--- config.mk ---
export PLATFORM = sky130hd
export DESIGN_NAME = wilder_rsi_indicator_top
export DESIGN_NICKNAME = d
export VERILOG_FILES = /design/src/design/wrsi_pkg.sv /design/src/design/wrsi_div.sv /design/src/design/wrsi_regs.sv /design/src/design/wrsi_seq.sv /design/src/design/wilder_rsi_indicator_top.sv
export SDC_FILE = /design/constraint.sdc
export NUM_CORES = 2
export LEC_CHECK = 0
export BUFFER_PORTS_ARGS = -buffer_cell sky130_fd_sc_hd__buf_4
export CAP_MARGIN = 10
export CORE_ASPECT_RATIO = 0.6
export CORE_MARGIN = 2
export CORE_UTILIZATION = 30
export DETAILED_ROUTE_END_ITERATION = 7
export GPL_TIMING_DRIVEN = 0
export PLACE_DENSITY = 0.41
export SLEW_MARGIN = 20
export SYNTH_ARGS = -nofsm -noshare
export SYNTH_HDL_FRONTEND = slang
export SYNTH_SLANG_ARGS = --single-unit
--- constraint.sdc ---
create_clock -name clk_i -period 20.4 [get_ports clk_i]
set_input_delay 0 -clock clk_i [delete_from_list [all_inputs] [get_ports clk_i]]
set_output_delay 0 -clock clk_i [all_outputs]
set_load 0.03 [all_outputs]
--- src/design/wrsi_pkg.sv ---
`default_nettype none
package wrsi_pkg;

  localparam int unsigned PRICE_BITS = 32;
  localparam int unsigned FRAC_BITS  = 16;
  localparam int unsigned AVG_BITS   = PRICE_BITS + FRAC_BITS;
  localparam int unsigned PER_BITS   = 8;
  localparam int unsigned RSI_BITS   = 15;
  localparam int unsigned PROD_W     = AVG_BITS + PER_BITS;

  // divider sizes: dividend holds 25600 * avg, divisor holds gain + loss
  localparam int unsigned DVD_W    = AVG_BITS + RSI_BITS;
  localparam int unsigned DVS_W    = AVG_BITS + 1;
  localparam int unsigned LONG_IT  = AVG_BITS + PER_BITS + 1;
  localparam int unsigned SHORT_IT = RSI_BITS;
  localparam int unsigned CNT_W    = $clog2(LONG_IT + 1);

  localparam int unsigned ADDR_W = 3;
  localparam int unsigned DATA_W = 32;

  localparam logic [PER_BITS-1:0] PERIOD_RESET = PER_BITS'(14);
  localparam logic [PER_BITS-1:0] PERIOD_MIN   = PER_BITS'(2);
  localparam logic [PER_BITS-1:0] WARM_MAX     = '1;

  typedef enum logic [ADDR_W-3:0] {
    REG_PERIOD = 1'b0
  } reg_idx_e;

  typedef enum logic [3:0] {
    S_IDLE,
    S_MOVE,
    S_GAIN,
    S_GAIN_WAIT,
    S_LOSS,
    S_LOSS_WAIT,
    S_RSI,
    S_RSI_WAIT,
    S_EMIT
  } state_e;

  typedef struct packed {
    logic             start;
    logic             short_op;
    logic [DVD_W-1:0] dividend;
    logic [DVS_W-1:0] divisor;
  } div_req_t;

  typedef struct packed {
    logic             done;
    logic [DVD_W-1:0] quot;
  } div_rsp_t;

  // 25600 = 2^14 + 2^13 + 2^10
  function automatic logic [DVD_W-1:0] rsi_dividend(input logic [AVG_BITS-1:0] g);
    logic [DVD_W-1:0] x;
    x = DVD_W'(g);
    return (x << 14) + (x << 13) + (x << 10);
  endfunction

endpackage
`default_nettype wire

--- src/design/wrsi_div.sv ---
`default_nettype none
module wrsi_div (
  input  wire                  clk_i,
  input  wire                  rst_ni,
  input  wrsi_pkg::div_req_t   req_i,
  output wrsi_pkg::div_rsp_t   rsp_o
);

  logic                         busy_q;
  logic                         done_q;
  logic [wrsi_pkg::CNT_W-1:0]   cnt_q;
  logic [wrsi_pkg::DVS_W-1:0]   rem_q;
  logic [wrsi_pkg::DVS_W-1:0]   dvs_q;
  logic [wrsi_pkg::DVD_W-1:0]   quo_q;
  logic [wrsi_pkg::DVS_W:0]     trial;
  logic [wrsi_pkg::DVS_W:0]     diff;
  logic                         fits;

  assign trial = {rem_q, quo_q[wrsi_pkg::DVD_W-1]};
  assign diff  = trial - {1'b0, dvs_q};
  assign fits  = trial >= {1'b0, dvs_q};

  always_ff @(posedge clk_i or negedge rst_ni) begin
    if (!rst_ni) begin
      busy_q <= 1'b0;
      done_q <= 1'b0;
      cnt_q  <= '0;
    end else begin
      done_q <= 1'b0;
      if (req_i.start) begin
        busy_q <= 1'b1;
        cnt_q  <= req_i.short_op ? wrsi_pkg::CNT_W'(wrsi_pkg::SHORT_IT)
                                 : wrsi_pkg::CNT_W'(wrsi_pkg::LONG_IT);
      end else if (busy_q) begin
        cnt_q <= cnt_q - 1'b1;
        if (cnt_q == wrsi_pkg::CNT_W'(1)) begin
          busy_q <= 1'b0;
          done_q <= 1'b1;
        end
      end
    end
  end

  // quotient is known to fit the iteration count, so the top bits start the remainder
  always_ff @(posedge clk_i) begin
    if (req_i.start) begin
      dvs_q <= req_i.divisor;
      if (req_i.short_op) begin
        rem_q <= wrsi_pkg::DVS_W'(req_i.dividend >> wrsi_pkg::SHORT_IT);
        quo_q <= req_i.dividend << (wrsi_pkg::DVD_W - wrsi_pkg::SHORT_IT);
      end else begin
        rem_q <= wrsi_pkg::DVS_W'(req_i.dividend >> wrsi_pkg::LONG_IT);
        quo_q <= req_i.dividend << (wrsi_pkg::DVD_W - wrsi_pkg::LONG_IT);
      end
    end else if (busy_q) begin
      rem_q <= fits ? diff[wrsi_pkg::DVS_W-1:0] : trial[wrsi_pkg::DVS_W-1:0];
      quo_q <= {quo_q[wrsi_pkg::DVD_W-2:0], fits};
    end
  end

  assign rsp_o.done = done_q;
  assign rsp_o.quot = quo_q;

endmodule
`default_nettype wire

--- src/design/wrsi_regs.sv ---
`default_nettype none
module wrsi_regs (
  input  wire                              clk_i,
  input  wire                              rst_ni,
  input  wire                              psel_i,
  input  wire                              penable_i,
  input  wire                              pwrite_i,
  input  wire  [wrsi_pkg::ADDR_W-1:0]      paddr_i,
  input  wire  [wrsi_pkg::DATA_W-1:0]      pwdata_i,
  output logic [wrsi_pkg::DATA_W-1:0]      prdata_o,
  output logic                             pready_o,
  output logic [wrsi_pkg::PER_BITS-1:0]    period_o
);

  logic [wrsi_pkg::PER_BITS-1:0] period_q;
  wrsi_pkg::reg_idx_e            idx;
  logic                          wr_en;

  assign idx      = wrsi_pkg::reg_idx_e'(paddr_i[wrsi_pkg::ADDR_W-1:2]);
  assign wr_en    = psel_i & penable_i & pwrite_i;
  assign pready_o = 1'b1;
  assign period_o = period_q;

  always_ff @(posedge clk_i or negedge rst_ni) begin
    if (!rst_ni) begin
      period_q <= wrsi_pkg::PERIOD_RESET;
    end else if (wr_en && idx == wrsi_pkg::REG_PERIOD) begin
      period_q <= pwdata_i[wrsi_pkg::PER_BITS-1:0];
    end
  end

  always_comb begin
    unique case (idx)
      wrsi_pkg::REG_PERIOD: prdata_o = wrsi_pkg::DATA_W'(period_q);
      default:              prdata_o = '0;
    endcase
  end

endmodule
`default_nettype wire

--- src/design/wrsi_seq.sv ---
`default_nettype none
module wrsi_seq (
  input  wire                               clk_i,
  input  wire                               rst_ni,
  input  wire  [wrsi_pkg::PER_BITS-1:0]     period_i,
  input  wire                               in_valid_i,
  output logic                              in_ready_o,
  input  wire  [wrsi_pkg::PRICE_BITS-1:0]   close_price_i,
  output logic                              out_valid_o,
  input  wire                               out_ready_i,
  output logic [wrsi_pkg::RSI_BITS-1:0]     rsi_value_o,
  output wrsi_pkg::div_req_t                div_req_o,
  input  wrsi_pkg::div_rsp_t                div_rsp_i
);

  localparam int unsigned PB = wrsi_pkg::PRICE_BITS;
  localparam int unsigned AB = wrsi_pkg::AVG_BITS;

  wrsi_pkg::state_e state_q, state_d;

  logic [PB-1:0]                       price_q, price_d;
  logic [PB-1:0]                       last_q, last_d;
  logic [PB-1:0]                       move_q, move_d;
  logic                                up_q, up_d;
  logic [wrsi_pkg::PER_BITS-1:0]       warm_q, warm_d;
  logic [AB-1:0]                       avg_gain_q, avg_gain_d;
  logic [AB-1:0]                       avg_loss_q, avg_loss_d;
  logic                                seeded_q, seeded_d;
  logic [wrsi_pkg::RSI_BITS-1:0]       rsi_q, rsi_d;
  logic                                out_valid_q, out_valid_d;
  logic [wrsi_pkg::RSI_BITS-1:0]       out_rsi_q, out_rsi_d;

  logic [wrsi_pkg::PER_BITS-1:0]       p;
  logic [wrsi_pkg::PER_BITS-1:0]       pm1;
  logic [wrsi_pkg::PER_BITS-1:0]       warm_inc;
  logic [PB:0]                         diff;
  logic [PB-1:0]                       ndiff;
  logic [PB-1:0]                       gain_now;
  logic [PB-1:0]                       loss_now;
  logic                                use_loss;
  logic [AB-1:0]                       cur_avg;
  logic [PB-1:0]                       cur_move;
  logic [wrsi_pkg::PROD_W-1:0]         prod;
  logic [wrsi_pkg::DVD_W-1:0]          smooth_dvd;
  logic [wrsi_pkg::DVD_W-1:0]          seed_dvd;
  logic [wrsi_pkg::LONG_IT-1:0]        qlong;
  logic [AB-1:0]                       new_avg;

  assign p        = (period_i < wrsi_pkg::PERIOD_MIN) ? wrsi_pkg::PERIOD_MIN : period_i;
  assign pm1      = p - 1'b1;
  assign warm_inc = (warm_q != wrsi_pkg::WARM_MAX) ? warm_q + 1'b1 : warm_q;

  assign diff     = {1'b0, price_q} - {1'b0, last_q};
  assign ndiff    = last_q - price_q;
  assign gain_now = diff[PB] ? '0 : diff[PB-1:0];
  assign loss_now = diff[PB] ? ndiff : '0;

  assign use_loss   = (state_q == wrsi_pkg::S_LOSS);
  assign cur_avg    = use_loss ? avg_loss_q : avg_gain_q;
  assign cur_move   = use_loss ? (up_q ? '0 : move_q) : (up_q ? move_q : '0);
  assign prod       = wrsi_pkg::PROD_W'(cur_avg) * wrsi_pkg::PROD_W'(pm1);
  assign smooth_dvd = wrsi_pkg::DVD_W'(prod)
                    + wrsi_pkg::DVD_W'({cur_move, {wrsi_pkg::FRAC_BITS{1'b0}}});
  assign seed_dvd   = wrsi_pkg::DVD_W'({cur_avg, {wrsi_pkg::FRAC_BITS{1'b0}}});

  // seed saturates, smoothed average wraps to its width
  assign qlong   = div_rsp_i.quot[wrsi_pkg::LONG_IT-1:0];
  assign new_avg = (!seeded_q && (|qlong[wrsi_pkg::LONG_IT-1:AB])) ? '1 : qlong[AB-1:0];

  always_ff @(posedge clk_i or negedge rst_ni) begin
    if (!rst_ni) begin
      state_q     <= wrsi_pkg::S_IDLE;
      last_q      <= '0;
      warm_q      <= '0;
      avg_gain_q  <= '0;
      avg_loss_q  <= '0;
      seeded_q    <= 1'b0;
      out_valid_q <= 1'b0;
    end else begin
      state_q     <= state_d;
      last_q      <= last_d;
      warm_q      <= warm_d;
      avg_gain_q  <= avg_gain_d;
      avg_loss_q  <= avg_loss_d;
      seeded_q    <= seeded_d;
      out_valid_q <= out_valid_d;
    end
  end

  always_ff @(posedge clk_i) begin
    price_q   <= price_d;
    move_q    <= move_d;
    up_q      <= up_d;
    rsi_q     <= rsi_d;
    out_rsi_q <= out_rsi_d;
  end

  always_comb begin
    state_d     = state_q;
    price_d     = price_q;
    last_d      = last_q;
    move_d      = move_q;
    up_d        = up_q;
    warm_d      = warm_q;
    avg_gain_d  = avg_gain_q;
    avg_loss_d  = avg_loss_q;
    seeded_d    = seeded_q;
    rsi_d       = rsi_q;
    out_valid_d = out_valid_q && !out_ready_i;
    out_rsi_d   = out_rsi_q;
    in_ready_o  = 1'b0;
    div_req_o.start    = 1'b0;
    div_req_o.short_op = 1'b0;
    div_req_o.dividend = seeded_q ? smooth_dvd : seed_dvd;
    div_req_o.divisor  = wrsi_pkg::DVS_W'(p);

    unique case (state_q)
      wrsi_pkg::S_IDLE: begin
        in_ready_o = 1'b1;
        if (in_valid_i) begin
          price_d = close_price_i;
          state_d = wrsi_pkg::S_MOVE;
        end
      end
      wrsi_pkg::S_MOVE: begin
        last_d = price_q;
        move_d = diff[PB] ? ndiff : diff[PB-1:0];
        up_d   = !diff[PB];
        if (seeded_q) begin
          state_d = wrsi_pkg::S_GAIN;
        end else if (warm_q == '0) begin
          warm_d  = wrsi_pkg::PER_BITS'(1);
          state_d = wrsi_pkg::S_IDLE;
        end else begin
          avg_gain_d = avg_gain_q + AB'(gain_now);
          avg_loss_d = avg_loss_q + AB'(loss_now);
          warm_d     = warm_inc;
          state_d    = (warm_inc < p) ? wrsi_pkg::S_IDLE : wrsi_pkg::S_GAIN;
        end
      end
      wrsi_pkg::S_GAIN: begin
        div_req_o.start = 1'b1;
        state_d         = wrsi_pkg::S_GAIN_WAIT;
      end
      wrsi_pkg::S_GAIN_WAIT: begin
        if (div_rsp_i.done) begin
          avg_gain_d = new_avg;
          state_d    = wrsi_pkg::S_LOSS;
        end
      end
      wrsi_pkg::S_LOSS: begin
        div_req_o.start = 1'b1;
        state_d         = wrsi_pkg::S_LOSS_WAIT;
      end
      wrsi_pkg::S_LOSS_WAIT: begin
        if (div_rsp_i.done) begin
          avg_loss_d = new_avg;
          seeded_d   = 1'b1;
          state_d    = wrsi_pkg::S_RSI;
        end
      end
      wrsi_pkg::S_RSI: begin
        div_req_o.short_op = 1'b1;
        div_req_o.dividend = wrsi_pkg::rsi_dividend(avg_gain_q);
        div_req_o.divisor  = wrsi_pkg::DVS_W'(avg_gain_q) + wrsi_pkg::DVS_W'(avg_loss_q);
        if (avg_loss_q == '0) begin
          rsi_d   = '0;
          state_d = wrsi_pkg::S_EMIT;
        end else begin
          div_req_o.start = 1'b1;
          state_d         = wrsi_pkg::S_RSI_WAIT;
        end
      end
      wrsi_pkg::S_RSI_WAIT: begin
        if (div_rsp_i.done) begin
          rsi_d   = div_rsp_i.quot[wrsi_pkg::RSI_BITS-1:0];
          state_d = wrsi_pkg::S_EMIT;
        end
      end
      wrsi_pkg::S_EMIT: begin
        if (!out_valid_q || out_ready_i) begin
          out_valid_d = 1'b1;
          out_rsi_d   = rsi_q;
          state_d     = wrsi_pkg::S_IDLE;
        end
      end
      default: begin
        state_d = wrsi_pkg::S_IDLE;
      end
    endcase
  end

  assign out_valid_o = out_valid_q;
  assign rsi_value_o = out_rsi_q;

endmodule
`default_nettype wire

--- src/design/wilder_rsi_indicator_top.sv ---
// warm-up samples that give no result go back to idle from the move step; a seeding
// or smoothing sample offers its result after the gain, loss and (unless the average
// loss is zero) RSI divisions on the shared radix-2 divider: 57 + 57 + 15 iterations
// one sample is in work at a time; the output register frees the input side
// rst_ni clears all averages, counts and the previous close; period resets to 14
`default_nettype none
module wilder_rsi_indicator_top (
  input  wire                               clk_i,
  input  wire                               rst_ni,
  input  wire                               psel,
  input  wire                               penable,
  input  wire                               pwrite,
  input  wire  [wrsi_pkg::ADDR_W-1:0]       paddr,
  input  wire  [wrsi_pkg::DATA_W-1:0]       pwdata,
  output logic [wrsi_pkg::DATA_W-1:0]       prdata,
  output logic                              pready,
  input  wire                               in_valid_i,
  output logic                              in_ready_o,
  input  wire  [wrsi_pkg::PRICE_BITS-1:0]   close_price_i,
  output logic                              out_valid_o,
  input  wire                               out_ready_i,
  output logic [wrsi_pkg::RSI_BITS-1:0]     rsi_value_o
);

  logic [wrsi_pkg::PER_BITS-1:0] period;
  wrsi_pkg::div_req_t            div_req;
  wrsi_pkg::div_rsp_t            div_rsp;

  wrsi_regs u_regs (
    .clk_i     (clk_i),
    .rst_ni    (rst_ni),
    .psel_i    (psel),
    .penable_i (penable),
    .pwrite_i  (pwrite),
    .paddr_i   (paddr),
    .pwdata_i  (pwdata),
    .prdata_o  (prdata),
    .pready_o  (pready),
    .period_o  (period)
  );

  wrsi_div u_div (
    .clk_i  (clk_i),
    .rst_ni (rst_ni),
    .req_i  (div_req),
    .rsp_o  (div_rsp)
  );

  wrsi_seq u_seq (
    .clk_i         (clk_i),
    .rst_ni        (rst_ni),
    .period_i      (period),
    .in_valid_i    (in_valid_i),
    .in_ready_o    (in_ready_o),
    .close_price_i (close_price_i),
    .out_valid_o   (out_valid_o),
    .out_ready_i   (out_ready_i),
    .rsi_value_o   (rsi_value_o),
    .div_req_o     (div_req),
    .div_rsp_i     (div_rsp)
  );

endmodule
`default_nettype wire
==> impl_metrics.xml <==
<?xml version="1.0" encoding="UTF-8"?>
<metrics>
  <group name="sta">
    <metric name="layout_min_cycle_time" unit="ns">11.31</metric>
    <metric name="slew_headroom" unit="%">14.2</metric>
    <metric name="worst_pin_slew" unit="ns">1.29</metric>
    <metric name="finalSetupTns" unit="ns">0</metric>
    <metric name="fmaxAchievable" unit="MHz">88.4</metric>
    <metric name="min_period_over_period" unit="%">55.4</metric>
    <metric name="clock_skew" unit="ns">0.0315</metric>
    <metric name="hold_violation_total_from_the_final_report" unit="">0</metric>
    <metric name="timing_max_transition_violations_final" unit="">0</metric>
    <metric name="rsz0062_at_grt" unit="">false</metric>
    <metric name="finalSetupViolations" unit="">0</metric>
  </group>
  <group name="die">
    <metric name="die_width" unit="um">520</metric>
    <metric name="die_area" unit="um2">163000</metric>
    <metric name="vert_die_dim" unit="um">314</metric>
    <metric name="fp-row-count" unit="">113</metric>
    <metric name="initial_utilization" unit="%">30.3</metric>
    <metric name="ioPinCount" unit="">124</metric>
    <metric name="fp.coreArea" unit="um2">158000</metric>
  </group>
  <group name="synthesis">
    <metric name="post_synth_inst_count" unit="">5638</metric>
    <metric name="synth-edff-count" unit="">256</metric>
    <metric name="cell_area_after_synthesis" unit="um2">48000</metric>
    <metric name="synth.top_cell.area_share" unit="%">16.0</metric>
    <metric name="ys_seq_elements" unit="">414</metric>
    <metric name="synth_top_flop_cell" unit="">edfxtp_1</metric>
    <metric name="seq_area_frac_synth" unit="%">24.3</metric>
    <metric name="ys_top_cells_by_area" unit="">edfxtp_1 (16%), fa_1 (15%), ha_1 (10%)</metric>
    <metric name="synth_async_sr_flop_share" unit="%">38.2</metric>
    <metric name="synth_area_leader_cell" unit="">edfxtp_1</metric>
    <metric name="synthDistinctLibCells" unit="">99</metric>
    <metric name="syn-mean-instance-area" unit="um2">8.51</metric>
    <metric name="yosysWarnings" unit="">0</metric>
  </group>
  <group name="drt">
    <metric name="drtPass1Iterations" unit="">6</metric>
    <metric name="via_count" unit="">44100</metric>
    <metric name="wl_per_cell" unit="um">27.5</metric>
    <metric name="detail-route-antenna-nets" unit="">0</metric>
    <metric name="postRouteWirelength" unit="mm">221</metric>
    <metric name="route.detailed.vias_per_inst" unit="">5.48</metric>
    <metric name="drc" unit="">0</metric>
    <metric name="first_iter_violations" unit="">5375</metric>
  </group>
  <group name="place">
    <metric name="dpl.hpwl" unit="mm">183</metric>
    <metric name="buffer_ports.inserted" unit="">71</metric>
    <metric name="place.gp.congestion" unit="">0.974</metric>
  </group>
  <group name="run">
    <metric name="maxCapViolCount" unit="">0</metric>
  </group>
  <group name="finish">
    <metric name="final_net_count" unit="">6690</metric>
    <metric name="layout-drive-gt1-share" unit="%">8.20</metric>
    <metric name="synthToLayoutAreaGrowth" unit="%">13.7</metric>
    <metric name="layout.cells.most_common_list" unit="">nor2_1 (675), inv_1 (605), a21oi_1 (439), nand2_1 (437), ha_1 (391)</metric>
    <metric name="most_common_cell_after_layout_fill_and_taps_aside" unit="">nor2_1</metric>
    <metric name="fillCellCount" unit="">16600</metric>
  </group>
  <group name="outcome">
    <metric name="status" unit="">finished, final reports clean</metric>
  </group>
  <group name="critical_path">
    <metric name="worst-r2r-setup-slack" unit="ns">9.09</metric>
    <metric name="timing.critical_path.to_type" unit="">flop</metric>
    <metric name="path_class" unit="">flop to flop</metric>
    <metric name="worstSetupStartpointType" unit="">flop</metric>
    <metric name="worst_path_max_delay_cell" unit="">clkbuf_1</metric>
    <metric name="timing.critical_path.arrival" unit="ns">11.67</metric>
    <metric name="critical_path.startpoint" unit="">u_regs.period_o[2]</metric>
    <metric name="critical_path.max_fanout" unit="">10</metric>
    <metric name="cp-endpoint" unit="">u_div.quo_q[62]</metric>
    <metric name="cp_common_cell" unit="">fa_1</metric>
    <metric name="reg2regPathDepth" unit="">29</metric>
    <metric name="rr_startpoint" unit="">u_regs.period_o[2]</metric>
    <metric name="worst_path_required" unit="ns">20.76</metric>
    <metric name="critical_path.reg2reg.endpoint" unit="">u_div.quo_q[62]</metric>
    <metric name="crit_path_max_incr_delay" unit="ns">0.94</metric>
  </group>
  <group name="cts">
    <metric name="numClockSinks" unit="">414</metric>
    <metric name="inserted_clock_buffers" unit="">49</metric>
    <metric name="clock_tree.buffer_depth" unit="">3</metric>
    <metric name="root_buffer" unit="">clkbuf_16</metric>
    <metric name="reg_clk_slew_reported_paths" unit="ns">0.07</metric>
    <metric name="clock_latency" unit="ns">0.67</metric>
    <metric name="cts_post_setup_buffers_inserted" unit="">0</metric>
    <metric name="htree_num_levels" unit="">2</metric>
    <metric name="tritoncts_clock_tree" unit="">built</metric>
    <metric name="cts_resized" unit="">0</metric>
  </group>
  <group name="global_routing">
    <metric name="grt_first_pass_wirelength" unit="mm">313</metric>
    <metric name="grt_util_all_layers" unit="%">26.5</metric>
    <metric name="initial_antenna_violation_count" unit="">24</metric>
    <metric name="grt_max_degree" unit="">71</metric>
    <metric name="grt_pass1_vias" unit="">41100</metric>
    <metric name="grt.overflow.total" unit="">0</metric>
  </group>
  <group name="hold_path">
    <metric name="min_path_type" unit="">input port to flop</metric>
  </group>
</metrics>
## flip-flops by register name, indices dropped and copies added, names as in the netlist, 15 cells and up
| register | flops |
|---|---|
| u_seq.last_q | 32 |
| u_seq.avg_loss_q | 48 |
| u_div.quo_q | 63 |
| u_seq.rsi_value_o | 15 |
| u_div.dvs_q | 49 |
| u_seq.avg_gain_q | 48 |
| u_div.rem_q | 49 |
| u_seq.rsi_q | 15 |
| u_seq.move_q | 32 |
| u_seq.price_q | 32 |
## final cells by class
| class | instances | area (um2) | share of cell area, % |
|---|---|---|---|
| clock inverter | 35 | 477 | 0.874 |
| inverter | 607 | 2280 | 4.18 |
| antenna | 4 | 10.0 | 0.0183 |
| clock buffer | 55 | 1250 | 2.29 |
| tap | 2127 | 2660 | 4.88 |
| buffer | 281 | 1220 | 2.23 |
| multi-input combinational | 4359 | 33400 | 61.2 |
| timing repair buffer | 153 | 1620 | 2.98 |
| sequential | 414 | 11600 | 21.3 |
## per-layer routing
metal / global-route usage [%] / wire [um]
met3: 10.2 / 28400
met2: 31.0 / 75500
met1: 43.9 / 114000
met5: 0 / 21
met4: 3.37 / 2940
## worst max-delay path, delay by kind of cell, from the launching register on
family	cells	cell delay [ns]
adders and majority gates	6	3.01
AOI/OAI and AO/OA	9	2.65
DFF	1	0.52
buffers and inverters	6	2.85
and+or+nand+nor	6	1.44
xor gates and xnor gates	2	0.51
## logic make-up (layout without fill, tap and decap cells)
logic type,count (synthesis),in the layout,share of synthesized area [%]
other,2,29,0.0157
and+or+nand+nor,1716,1716,16.4
AOI/OAI and AO/OA,1502,1502,19.9
muxes,76,76,1.64
adders and majority gates,751,751,25.2
DFF,414,414,24.3
xor gates and xnor gates,289,289,5.27
buffers and inverters,888,1131,7.24
## through the flow
stage	instance area [um2]	cells	setup WS [ns]	utilization (%)	hold WS [ns]
after floorplan	48100	5661	13.11	-	-0.296
after global placement	51300	7859	8.91	32.3	0.179
after detailed placement	52400	7896	9.22	33.0	-0.146
after CTS	54500	8031	9.18	34.4	0.00781
after global routing	54500	8032	8.79	34.4	0.0210
final	54600	8035	9.09	34.4	0.0414
## Yosys cell counts (82+ instances only)
| cell | count |
|---|---|
| a21o_1 | 191 |
| a21oi_1 | 440 |
| clkbuf_1 | 215 |
| dfrtp_1 | 155 |
| edfxtp_1 | 256 |
| fa_1 | 360 |
| ha_1 | 391 |
| inv_1 | 605 |
| nand2_1 | 438 |
| nand3_1 | 82 |
| nor2_1 | 676 |
| o21ai_0 | 323 |
| or2_2 | 109 |
| xnor2_1 | 164 |
| xor2_1 | 125 |
## timing repair
action | 4_1_cts | 5_1_grt
endpoints found under the setup margin | 0 | 0
endpoints found under the hold margin | 158 | 0
hold buffers | 45 | 0
## worst min-delay path by stage
stage	startpoint	end	cells after the start
global placement	close_price_i[23]	u_seq.price_q[23]	1
detailed placement	rst_ni	u_seq.warm_q[7]	1
floorplan	rst_ni	u_div.busy_q	0
global route	close_price_i[9]	u_seq.price_q[9]	2
CTS	close_price_i[9]	u_seq.price_q[9]	2
finish	pwrite	u_regs.period_o[2]	3
Power is left out: the tool's default activity adds up to more than one toggle a clock period on the data nets, which glitch-free logic cannot reach.
